--- src/hdl/hrhp_pkg.sv ---
// Package for the HTTP request head parser.
// Holds the word types of both channels, the parse phases and the status codes.
// Depends on nothing; every module of the parser uses it.
`default_nettype none
package hrhp_pkg;

  typedef struct packed {
    logic [7:0] request_byte;
    logic       first_byte;
  } in_word_t;

  typedef struct packed {
    logic [2:0]  status;
    logic [15:0] head_length;
    logic        newline_appended;
  } out_word_t;

  typedef enum logic [2:0] {
    PH_METHOD,
    PH_URL,
    PH_VERSION,
    PH_LINE,
    PH_LINE_CR,
    PH_COLON,
    PH_LF,
    PH_DONE
  } phase_t;

  localparam logic [2:0] ST_BUSY    = 3'd0;
  localparam logic [2:0] ST_OK      = 3'd1;
  localparam logic [2:0] ST_METHOD  = 3'd2;
  localparam logic [2:0] ST_VERSION = 3'd3;
  localparam logic [2:0] ST_LONG    = 3'd4;

  localparam logic [7:0] CH_SPACE = 8'h20;
  localparam logic [7:0] CH_COLON = 8'h3A;
  localparam logic [7:0] CH_CR    = 8'h0D;
  localparam logic [7:0] CH_LF    = 8'h0A;

  localparam logic [3:0] METHOD_LAST  = 4'd3;
  localparam logic [3:0] VERSION_LAST = 4'd9;
  localparam logic [15:0] COUNT_LIMIT = 16'hFFFF;

  function automatic logic [7:0] method_char(input logic [3:0] idx);
    logic [7:0] ch;
    unique case (idx)
      4'd0:    ch = 8'h47;
      4'd1:    ch = 8'h45;
      4'd2:    ch = 8'h54;
      default: ch = 8'h00;
    endcase
    return ch;
  endfunction

  function automatic logic [7:0] version_char(input logic [3:0] idx);
    logic [7:0] ch;
    unique case (idx)
      4'd0:    ch = 8'h48;
      4'd1:    ch = 8'h54;
      4'd2:    ch = 8'h54;
      4'd3:    ch = 8'h50;
      4'd4:    ch = 8'h2F;
      4'd5:    ch = 8'h31;
      4'd6:    ch = 8'h2E;
      4'd7:    ch = 8'h30;
      4'd8:    ch = 8'h0D;
      4'd9:    ch = 8'h0A;
      default: ch = 8'h00;
    endcase
    return ch;
  endfunction

endpackage
`default_nettype wire

--- src/hdl/hrhp_in_reg.sv ---
// Input register of the HTTP request head parser.
// Holds one incoming word until the parse stage takes it; uses hrhp_pkg.
`default_nettype none
module hrhp_in_reg (
  input  wire logic             clk,
  input  wire logic             rst,
  input  wire logic             in_valid,
  output logic                  in_ready,
  input  wire hrhp_pkg::in_word_t in_data,
  input  wire logic             take,
  output logic                  held_valid,
  output hrhp_pkg::in_word_t    held_data
);

  assign in_ready = !held_valid || take;

  always_ff @(posedge clk) begin
    if (rst) begin
      held_valid <= 1'b0;
    end else if (in_ready) begin
      held_valid <= in_valid;
    end
  end

  always_ff @(posedge clk) begin
    if (in_valid && in_ready) begin
      held_data <= in_data;
    end
  end

endmodule
`default_nettype wire

--- src/hdl/hrhp_parser.sv ---
// Parse stage of the HTTP request head parser: parse state, one step per word,
// and the result register. Uses hrhp_pkg.
`default_nettype none
module hrhp_parser (
  input  wire logic               clk,
  input  wire logic               rst,
  input  wire logic [15:0]        max_length,
  input  wire logic               item_valid,
  input  wire hrhp_pkg::in_word_t item_data,
  output logic                    take,
  output logic                    out_valid,
  input  wire logic               out_ready,
  output hrhp_pkg::out_word_t     out_data
);

  hrhp_pkg::phase_t phase, phase_next, phase_cur;
  logic [3:0]  match_index, match_index_next, match_cur;
  logic [15:0] bytes_seen, bytes_seen_next, seen_cur;
  logic [15:0] last_line_end, last_line_end_next, lle_cur;
  logic [2:0]  verdict, verdict_next, verdict_cur;
  logic [15:0] kept_length, kept_length_next, kept_cur;
  logic        kept_cut, kept_cut_next, cut_cur;
  logic [15:0] count;
  logic [7:0]  b;
  hrhp_pkg::out_word_t result;

  assign take = item_valid && (!out_valid || out_ready);
  assign b = item_data.request_byte;
  assign count = seen_cur + 16'd1;

  always_comb begin
    phase_cur   = phase;
    match_cur   = match_index;
    seen_cur    = bytes_seen;
    lle_cur     = last_line_end;
    verdict_cur = verdict;
    kept_cur    = kept_length;
    cut_cur     = kept_cut;
    if (item_data.first_byte) begin
      phase_cur   = hrhp_pkg::PH_METHOD;
      match_cur   = 4'd0;
      seen_cur    = 16'd0;
      lle_cur     = 16'd0;
      verdict_cur = hrhp_pkg::ST_BUSY;
      kept_cur    = 16'd0;
      cut_cur     = 1'b0;
    end
  end

  always_comb begin
    phase_next         = phase_cur;
    match_index_next   = match_cur;
    bytes_seen_next    = seen_cur;
    last_line_end_next = lle_cur;
    verdict_next       = verdict_cur;
    kept_length_next   = kept_cur;
    kept_cut_next      = cut_cur;
    if (phase_cur != hrhp_pkg::PH_DONE) begin
      bytes_seen_next = count;
      unique case (phase_cur)
        hrhp_pkg::PH_METHOD: begin
          if (match_cur < hrhp_pkg::METHOD_LAST) begin
            if (b != hrhp_pkg::method_char(match_cur)) begin
              phase_next       = hrhp_pkg::PH_DONE;
              verdict_next     = hrhp_pkg::ST_METHOD;
              kept_length_next = 16'd0;
              kept_cut_next    = 1'b0;
            end else begin
              match_index_next = match_cur + 4'd1;
            end
          end else begin
            phase_next       = hrhp_pkg::PH_URL;
            match_index_next = 4'd0;
          end
        end
        hrhp_pkg::PH_URL: begin
          if (b == hrhp_pkg::CH_SPACE) begin
            phase_next       = hrhp_pkg::PH_VERSION;
            match_index_next = 4'd0;
          end
        end
        hrhp_pkg::PH_VERSION: begin
          if (match_cur > hrhp_pkg::VERSION_LAST ||
              b != hrhp_pkg::version_char(match_cur)) begin
            phase_next       = hrhp_pkg::PH_DONE;
            verdict_next     = hrhp_pkg::ST_VERSION;
            kept_length_next = 16'd0;
            kept_cut_next    = 1'b0;
          end else if (match_cur == hrhp_pkg::VERSION_LAST) begin
            phase_next         = hrhp_pkg::PH_LINE;
            match_index_next   = 4'd0;
            last_line_end_next = count;
          end else begin
            match_index_next = match_cur + 4'd1;
          end
        end
        hrhp_pkg::PH_LINE: begin
          last_line_end_next = seen_cur;
          if (b == hrhp_pkg::CH_CR) begin
            phase_next = hrhp_pkg::PH_LINE_CR;
          end else if (b == hrhp_pkg::CH_COLON) begin
            phase_next = hrhp_pkg::PH_LF;
          end else begin
            phase_next = hrhp_pkg::PH_COLON;
          end
        end
        hrhp_pkg::PH_LINE_CR: begin
          if (b == hrhp_pkg::CH_LF) begin
            phase_next       = hrhp_pkg::PH_DONE;
            verdict_next     = hrhp_pkg::ST_OK;
            kept_length_next = count;
            kept_cut_next    = 1'b0;
          end else if (b == hrhp_pkg::CH_COLON) begin
            phase_next = hrhp_pkg::PH_LF;
          end else begin
            phase_next = hrhp_pkg::PH_COLON;
          end
        end
        hrhp_pkg::PH_COLON: begin
          if (b == hrhp_pkg::CH_COLON) begin
            phase_next = hrhp_pkg::PH_LF;
          end
        end
        hrhp_pkg::PH_LF: begin
          if (b == hrhp_pkg::CH_LF) begin
            phase_next = hrhp_pkg::PH_LINE;
          end
        end
        default: begin
          phase_next = hrhp_pkg::PH_DONE;
        end
      endcase

      if (phase_next != hrhp_pkg::PH_DONE &&
          (count == max_length || count == hrhp_pkg::COUNT_LIMIT)) begin
        if (phase_next <= hrhp_pkg::PH_VERSION) begin
          verdict_next     = hrhp_pkg::ST_LONG;
          kept_length_next = 16'd0;
          kept_cut_next    = 1'b0;
        end else begin
          verdict_next  = hrhp_pkg::ST_OK;
          kept_cut_next = 1'b1;
          if (last_line_end_next >= count) begin
            kept_length_next = last_line_end_next;
          end else begin
            kept_length_next = last_line_end_next + 16'd1;
          end
        end
        phase_next = hrhp_pkg::PH_DONE;
      end
    end
  end

  always_comb begin
    result.status           = hrhp_pkg::ST_BUSY;
    result.head_length      = 16'd0;
    result.newline_appended = 1'b0;
    if (phase_next == hrhp_pkg::PH_DONE) begin
      result.status           = verdict_next;
      result.head_length      = kept_length_next;
      result.newline_appended = kept_cut_next;
    end
  end

  always_ff @(posedge clk) begin
    if (rst) begin
      phase         <= hrhp_pkg::PH_METHOD;
      match_index   <= 4'd0;
      bytes_seen    <= 16'd0;
      last_line_end <= 16'd0;
      verdict       <= hrhp_pkg::ST_BUSY;
      kept_length   <= 16'd0;
      kept_cut      <= 1'b0;
    end else if (take) begin
      phase         <= phase_next;
      match_index   <= match_index_next;
      bytes_seen    <= bytes_seen_next;
      last_line_end <= last_line_end_next;
      verdict       <= verdict_next;
      kept_length   <= kept_length_next;
      kept_cut      <= kept_cut_next;
    end
  end

  always_ff @(posedge clk) begin
    if (rst) begin
      out_valid <= 1'b0;
    end else if (take) begin
      out_valid <= 1'b1;
    end else if (out_ready) begin
      out_valid <= 1'b0;
    end
  end

  always_ff @(posedge clk) begin
    if (take) begin
      out_data <= result;
    end
  end

endmodule
`default_nettype wire

--- src/hdl/http_request_head_parser.sv ---
// HTTP request head parser, one request byte per word on the input channel and
// one status word out for every word taken in.
//
// The in channel carries request_byte and first_byte; first_byte restarts the
// parse at that byte. The out channel returns status, head_length and
// newline_appended for each input word, in order. The cfg channel writes
// max_length and is always ready; write it only while no word is in flight.
//
// From input acceptance to output valid, the accepting edge writes the input
// register and a later edge, when the parser takes the word, writes the parse
// result into the result register. Throughput is one word per cycle while the
// receiver takes results, set by the combinational parse step that updates the
// phase, match index, byte count and last line position.
// A stalled receiver holds the result register; the input register still takes
// one more word, after which in_ready drops until the result is taken.
// Reset clears both registers' valid flags, restarts the parse and sets
// max_length to 8192. Depends on hrhp_pkg, hrhp_in_reg and hrhp_parser.
`default_nettype none
module http_request_head_parser #(
  parameter logic [15:0] MAX_LENGTH_RESET = 16'd8192
) (
  input  wire logic                clk,
  input  wire logic                rst,
  input  wire logic                in_valid,
  output logic                     in_ready,
  input  wire hrhp_pkg::in_word_t  in_data,
  output logic                     out_valid,
  input  wire logic                out_ready,
  output hrhp_pkg::out_word_t      out_data,
  input  wire logic                cfg_valid,
  output logic                     cfg_ready,
  input  wire logic [15:0]         cfg_data
);

  logic [15:0]        max_length;
  logic               held_valid;
  hrhp_pkg::in_word_t held_data;
  logic               take;

  assign cfg_ready = 1'b1;

  always_ff @(posedge clk) begin
    if (rst) begin
      max_length <= MAX_LENGTH_RESET;
    end else if (cfg_valid && cfg_ready) begin
      max_length <= cfg_data;
    end
  end

  hrhp_in_reg u_in_reg (
    .clk        (clk),
    .rst        (rst),
    .in_valid   (in_valid),
    .in_ready   (in_ready),
    .in_data    (in_data),
    .take       (take),
    .held_valid (held_valid),
    .held_data  (held_data)
  );

  hrhp_parser u_parser (
    .clk        (clk),
    .rst        (rst),
    .max_length (max_length),
    .item_valid (held_valid),
    .item_data  (held_data),
    .take       (take),
    .out_valid  (out_valid),
    .out_ready  (out_ready),
    .out_data   (out_data)
  );

endmodule
`default_nettype wire

--- config.mk ---
export PLATFORM = sky130hd
export DESIGN_NAME = http_request_head_parser
export DESIGN_NICKNAME = d
export VERILOG_FILES = /design/src/hdl/hrhp_pkg.sv /design/src/hdl/hrhp_in_reg.sv /design/src/hdl/hrhp_parser.sv /design/src/hdl/http_request_head_parser.sv
export SDC_FILE = /design/constraint.sdc
export NUM_CORES = 1
export LEC_CHECK = 0
export BUFFER_PORTS_ARGS = -buffer_cell sky130_fd_sc_hd__buf_2
export CELL_PAD_IN_SITES_DETAIL_PLACEMENT = 1
export CELL_PAD_IN_SITES_GLOBAL_PLACEMENT = 2
export CORE_UTILIZATION = 37
export DETAILED_ROUTE_END_ITERATION = 6
export PLACE_DENSITY_LB_ADDON = 0.1
export RECOVER_POWER = 25
export SYNTH_ARGS = -nofsm -noshare
export SYNTH_HDL_FRONTEND = slang
export SYNTH_SLANG_ARGS = --single-unit
--- constraint.sdc ---
create_clock -name clk -period 8.6 [get_ports clk]
set_input_delay 0.43 -clock clk [delete_from_list [all_inputs] [get_ports clk]]
set_output_delay 0.43 -clock clk [all_outputs]
set_load 0.02 [all_outputs]
==> results.md <==
* Top cells by area in the synthesized netlist: dfxtp_1 (22%), edfxtp_1 (12%), a21oi_1 (6.1%)
* Class of the tightest hold or removal check: in -> reg
* Critical Path Sink Type: flip-flop
* Period Utilization, post-route at 0.799
* Root buf cell: clkbuf_16
* Sw frac at 0.305
* Die outline width at 140 microns
* Maximum net fanout on the critical path at 29
* Fraction of synthesis flops using an asynchronous set or reset pin at 0
* Maximum clock path buffer count at 2
* Library cell with the highest instance count after synthesis: nor2_1
* Height of the die at around 140 microns
* Biggest area consumer among synthesized cells: dfxtp_1
* CP cell instances: buf_4, inv_1, buf_4, nand2_1, inv_1, ha_1, inv_1, nor4_1, xnor2_1, nor2_1, mux2i_1, a211oi_1, ha_1, nand4_1, a21oi_1, a2111oi_0, o21ai_0, nor4b_2, nand4_1, xnor2_1, a21oi_1, nor2_1
* Netlist cell types at about 80
* Final hold slack at 0.245 ns
* Routed length on met1 at 11.2 mm
* Leading cell types by count after synthesis: nor2_1 (109), nand2_1 (92), a21oi_1 (86), dfxtp_1 (77), o21ai_0 (48)
* CTS H-tree depth at 3
* End of the worst register-to-register path: u_parser.out_data[14]$_SDFFCE_PP0P_
* Worst setup path class: reg -> reg
* Number of violations reported at the end of detailed-routing iteration 0 at 267
* Failing checks: capacitance limit, slew limit
* Number of standard cells after synthesis at just under 900
* Longest individual stage delay on the worst path at just over 0.8 ns
* Drt wl/cell at 21.6 microns
* Pwr dens at 151 nW/um^2
* Max VDD drop at approximately 0.00011 V
* Routability congestion estimate from global placement at roughly 0.86
* Netlist area before placement at between 7000 and 8000 sq um
* Mean Syn Cell Area at roughly 8 sq um
* Final-layout setup total negative slack at 0 ns
* Vias per cell at between 5 and 6
* Total leakage power at around 2.7 nW
* Library cell appearing most often on the critical path: inv_1
* Number of vias after detailed routing at between 6,000 and 7,000
* Clock Sinks at between 100 and 150
* TritonCTS Buffers at 9
* Number of global-route vias before repair at just under 7,000
* Number of nets still failing antenna checks after routing at 0
* Slowest cell on the critical path: a211oi_1
* Pin count of the biggest net entering global routing at 65
* Syn. warnings at 0
* Setup repair after global routing missed its margin: no
* Power share of the sequential group at 0.474
* Number of buffers added for setup after CTS at 0
* CP Buf/Inv Count at 5
* Final routed DRC violation total at 0
* Share of post-route cells with drive strength above 1 at 0.120
* TritonCTS clock tree: built
* Final WL at roughly 24 mm
* Worst reg-to-reg path cell count at 22
* Worst setup path endpoint: u_parser.out_data[14]$_SDFFCE_PP0P_
* Kind of launch point of the worst setup path: flip-flop
* Post-synth top area share at 0.219
* Final critical path time including I/O delays and setup at between 6 and 7 ns
* Combinational fraction of design power at 0.155
* Net switching power figure at between 0.0003 and 0.0004 W
* Worst slew pin tran at about 3.2 ns
* Core region area at around 19,000 sq um
* Total I/O pin count at 53
* Wire length on met3 at between 600 and 700 microns
* Arrival time at the worst endpoint at ~7 ns
* Final setup violation count at 0
* Origin of the worst setup path: u_in_reg.held_data[0]$_DFFE_PP_
* Mapped Nets at between 900 and 1,000
* Number of enable-type register cells in the synthesized netlist at 29
* Worst endpoint required time at 8.72 ns
* Final layout net count at approximately 940
* Internal cell power at just over 0.0008 W
* Detailed-placement wirelength estimate at 17.7 mm
* Layout-stage area growth over the synthesis result at 9.75%
* Family with the most delay on the worst path: simple AND/OR/NAND/NOR gates
* Highest metal layer used by the detailed router: met4
* Number of maximum-capacitance violations at 1
* Die footprint at about 20,000 sq um
* Primary FF master, synth: dfxtp_1
* Worst reg2reg path startpoint: u_in_reg.held_data[0]$_DFFE_PP_
* Site Rows at 50
* Initial cell density of the core at 0.377
* Worst path depth at 22
* Rel. slew slack at -1.16
* Max Clock Skew at between 0.01 and 0.015 ns
* Post-synthesis register bit count at 106
* Total grt overflow at 0
* Clock slew at the register clock pins of the worst setup and hold paths at roughly 0.08 ns
* Count of buffers inserted at the top-level ports at 51
* Setup slack, reg-to-reg at approximately 1.7 ns
* Hold buffer count at cts at 0
* 1st-pass router iterations at 4
* Total of cells resized after clock tree synthesis at 0
* Number of antenna violations at the first check in global routing at 0
* Total count of hold-check failures in the final report at 0
* Count of antenna diodes in the layout at 0
* Status: finished, violations left
* Met2 Wirelength at roughly 12 mm
* Overall fraction of global-route tracks in use at 0.258
* Part of the Yosys area used for sequential elements at 0.342
* Final Slew Violations at 65
* Clock latency on the worst-skew pair at 0.37 ns
* Proportion of power drawn by the clock network at 0.371
* Max Fclk at about 150 MHz
* First-pass GRT wire length at just under 40 mm
==> final cells by class <==
type / count / area (sq um)
well taps: 234 / 293
repair buffers: 64 / 344
clock buffers: 10 / 250
fillers: 2243 / 11000
multi-input cells: 680 / 4270
clock inverters: 6 / 52.6
flip-flops and latches: 106 / 2410
inverters: 31 / 116
==> power by group through the flow <==
| stage | clock (W) | sequential [W] | combinational [W] |
|---|---|---|---|
| 3_5_place_dp | 0 | 0.000566 | 0.000181 |
| 6_report | 0.000435 | 0.000555 | 0.000181 |
| 5_1_grt | 0.000463 | 0.000558 | 0.000200 |
| 2_1_floorplan | 0 | 0.000562 | 0.000123 |
| 4_1_cts | 0.000451 | 0.000555 | 0.000182 |
| 3_3_place_gp | 0 | 0.000565 | 0.000177 |
==> metrics by stage <==
step | setup slack [ns] | total power, W | instances | utilization | area (sq um)
2_1_floorplan | 2.30 | 0.000685 | 877 | - | 7050
3_3_place_gp | 1.96 | 0.000742 | 1115 | 0.398 | 7440
3_5_place_dp | 1.80 | 0.000747 | 1115 | 0.398 | 7440
4_1_cts | 1.79 | 0.00119 | 1131 | 0.414 | 7740
5_1_grt | 1.01 | 0.00122 | 1131 | 0.414 | 7730
6_report | 1.73 | 0.00117 | 1131 | 0.414 | 7730
==> state kept, by name (all words and copies together), names as in the netlist <==
| signal | flops |
|---|---|
| u_parser.verdict | 3 |
| u_in_reg.held_valid | 1 |
| u_in_reg.held_data | 9 |
| u_parser.last_line_end | 16 |
| u_parser.out_valid | 1 |
| max_length | 16 |
| u_parser.bytes_seen | 16 |
| u_parser.out_data | 20 |
| u_parser.phase | 3 |
| u_parser.kept_length | 16 |
| u_parser.match_index | 4 |
| u_parser.kept_cut | 1 |
==> worst min-delay path by stage <==
| stage | start | to | slack, ns | depth (start not counted) |
|---|---|---|---|---|
| after floorplan | u_parser.last_line_end[13]$_SDFFE_PP0P_ | u_parser.last_line_end[13]$_SDFFE_PP0P_ | 0.44 | 2 |
| after global placement | u_parser.last_line_end[4]$_SDFFE_PP0P_ | u_parser.last_line_end[4]$_SDFFE_PP0P_ | 0.45 | 2 |
| after detailed placement | u_parser.last_line_end[4]$_SDFFE_PP0P_ | u_parser.last_line_end[4]$_SDFFE_PP0P_ | 0.47 | 2 |
| after CTS | in_data[6] | u_in_reg.held_data[6]$_DFFE_PP_ | 0.23 | 1 |
| after global routing | in_data[2] | u_in_reg.held_data[2]$_DFFE_PP_ | 0.23 | 1 |
| final | in_data[6] | u_in_reg.held_data[6]$_DFFE_PP_ | 0.25 | 1 |
==> cell families (layout without fill, tap and decap cells) <==
family,after synthesis,in the layout,synth area share
flip-flops,106,106,0.342
other,1,1,0.000532
adder cells (fa/ha/maj),20,20,0.0355
AO/OA/AOI/OAI,238,238,0.219
AND/OR/NAND/NOR,353,353,0.256
XOR/XNOR,38,38,0.0483
multiplexers,30,30,0.0433
buffers and inverters,91,111,0.0549
==> worst reg2reg max path, stage by stage, from the launching register on <==
cell and delay [ns]:
edfxtp_1 0.36, buf_4 0.23, inv_1 0.09, buf_4 0.28
nand2_1 0.25, inv_1 0.20, ha_1 0.38, inv_1 0.21
nor4_1 0.40, xnor2_1 0.13, nor2_1 0.42, mux2i_1 0.16
a211oi_1 0.83, ha_1 0.39, nand4_1 0.12, a21oi_1 0.05
a2111oi_0 0.40, o21ai_0 0.44, nor4b_2 0.64, nand4_1 0.19
xnor2_1 0.16, a21oi_1 0.24, nor2_1 0.06
==> routing by layer <==
metal | up-vias | GRT usage
met5 | - | 0
met1 | 3331 | 0.332
met3 | 41 | 0.0318
met4 | 0 | 0.101
met2 | 110 | 0.438
li1 | 3206 | -
==> cell usage in the layout (no fill, tap or decap), drive strengths merged, types with 14 or more instances in the layout <==
master	Yosys	routed
nand3	24	24
mux2i	26	26
dfxtp	77	77
buf	19	59
nor3	23	23
inv	30	34
o21ai	50	50
nor2	109	109
nor2b	14	14
nor4	17	17
clkbuf	41	15
a211oi	25	25
a21oi	87	87
nand2	92	92
nand4	15	15
ha	20	20
xnor2	28	28
edfxtp	29	29
Note: power is estimated with default switching activity, not from simulation.
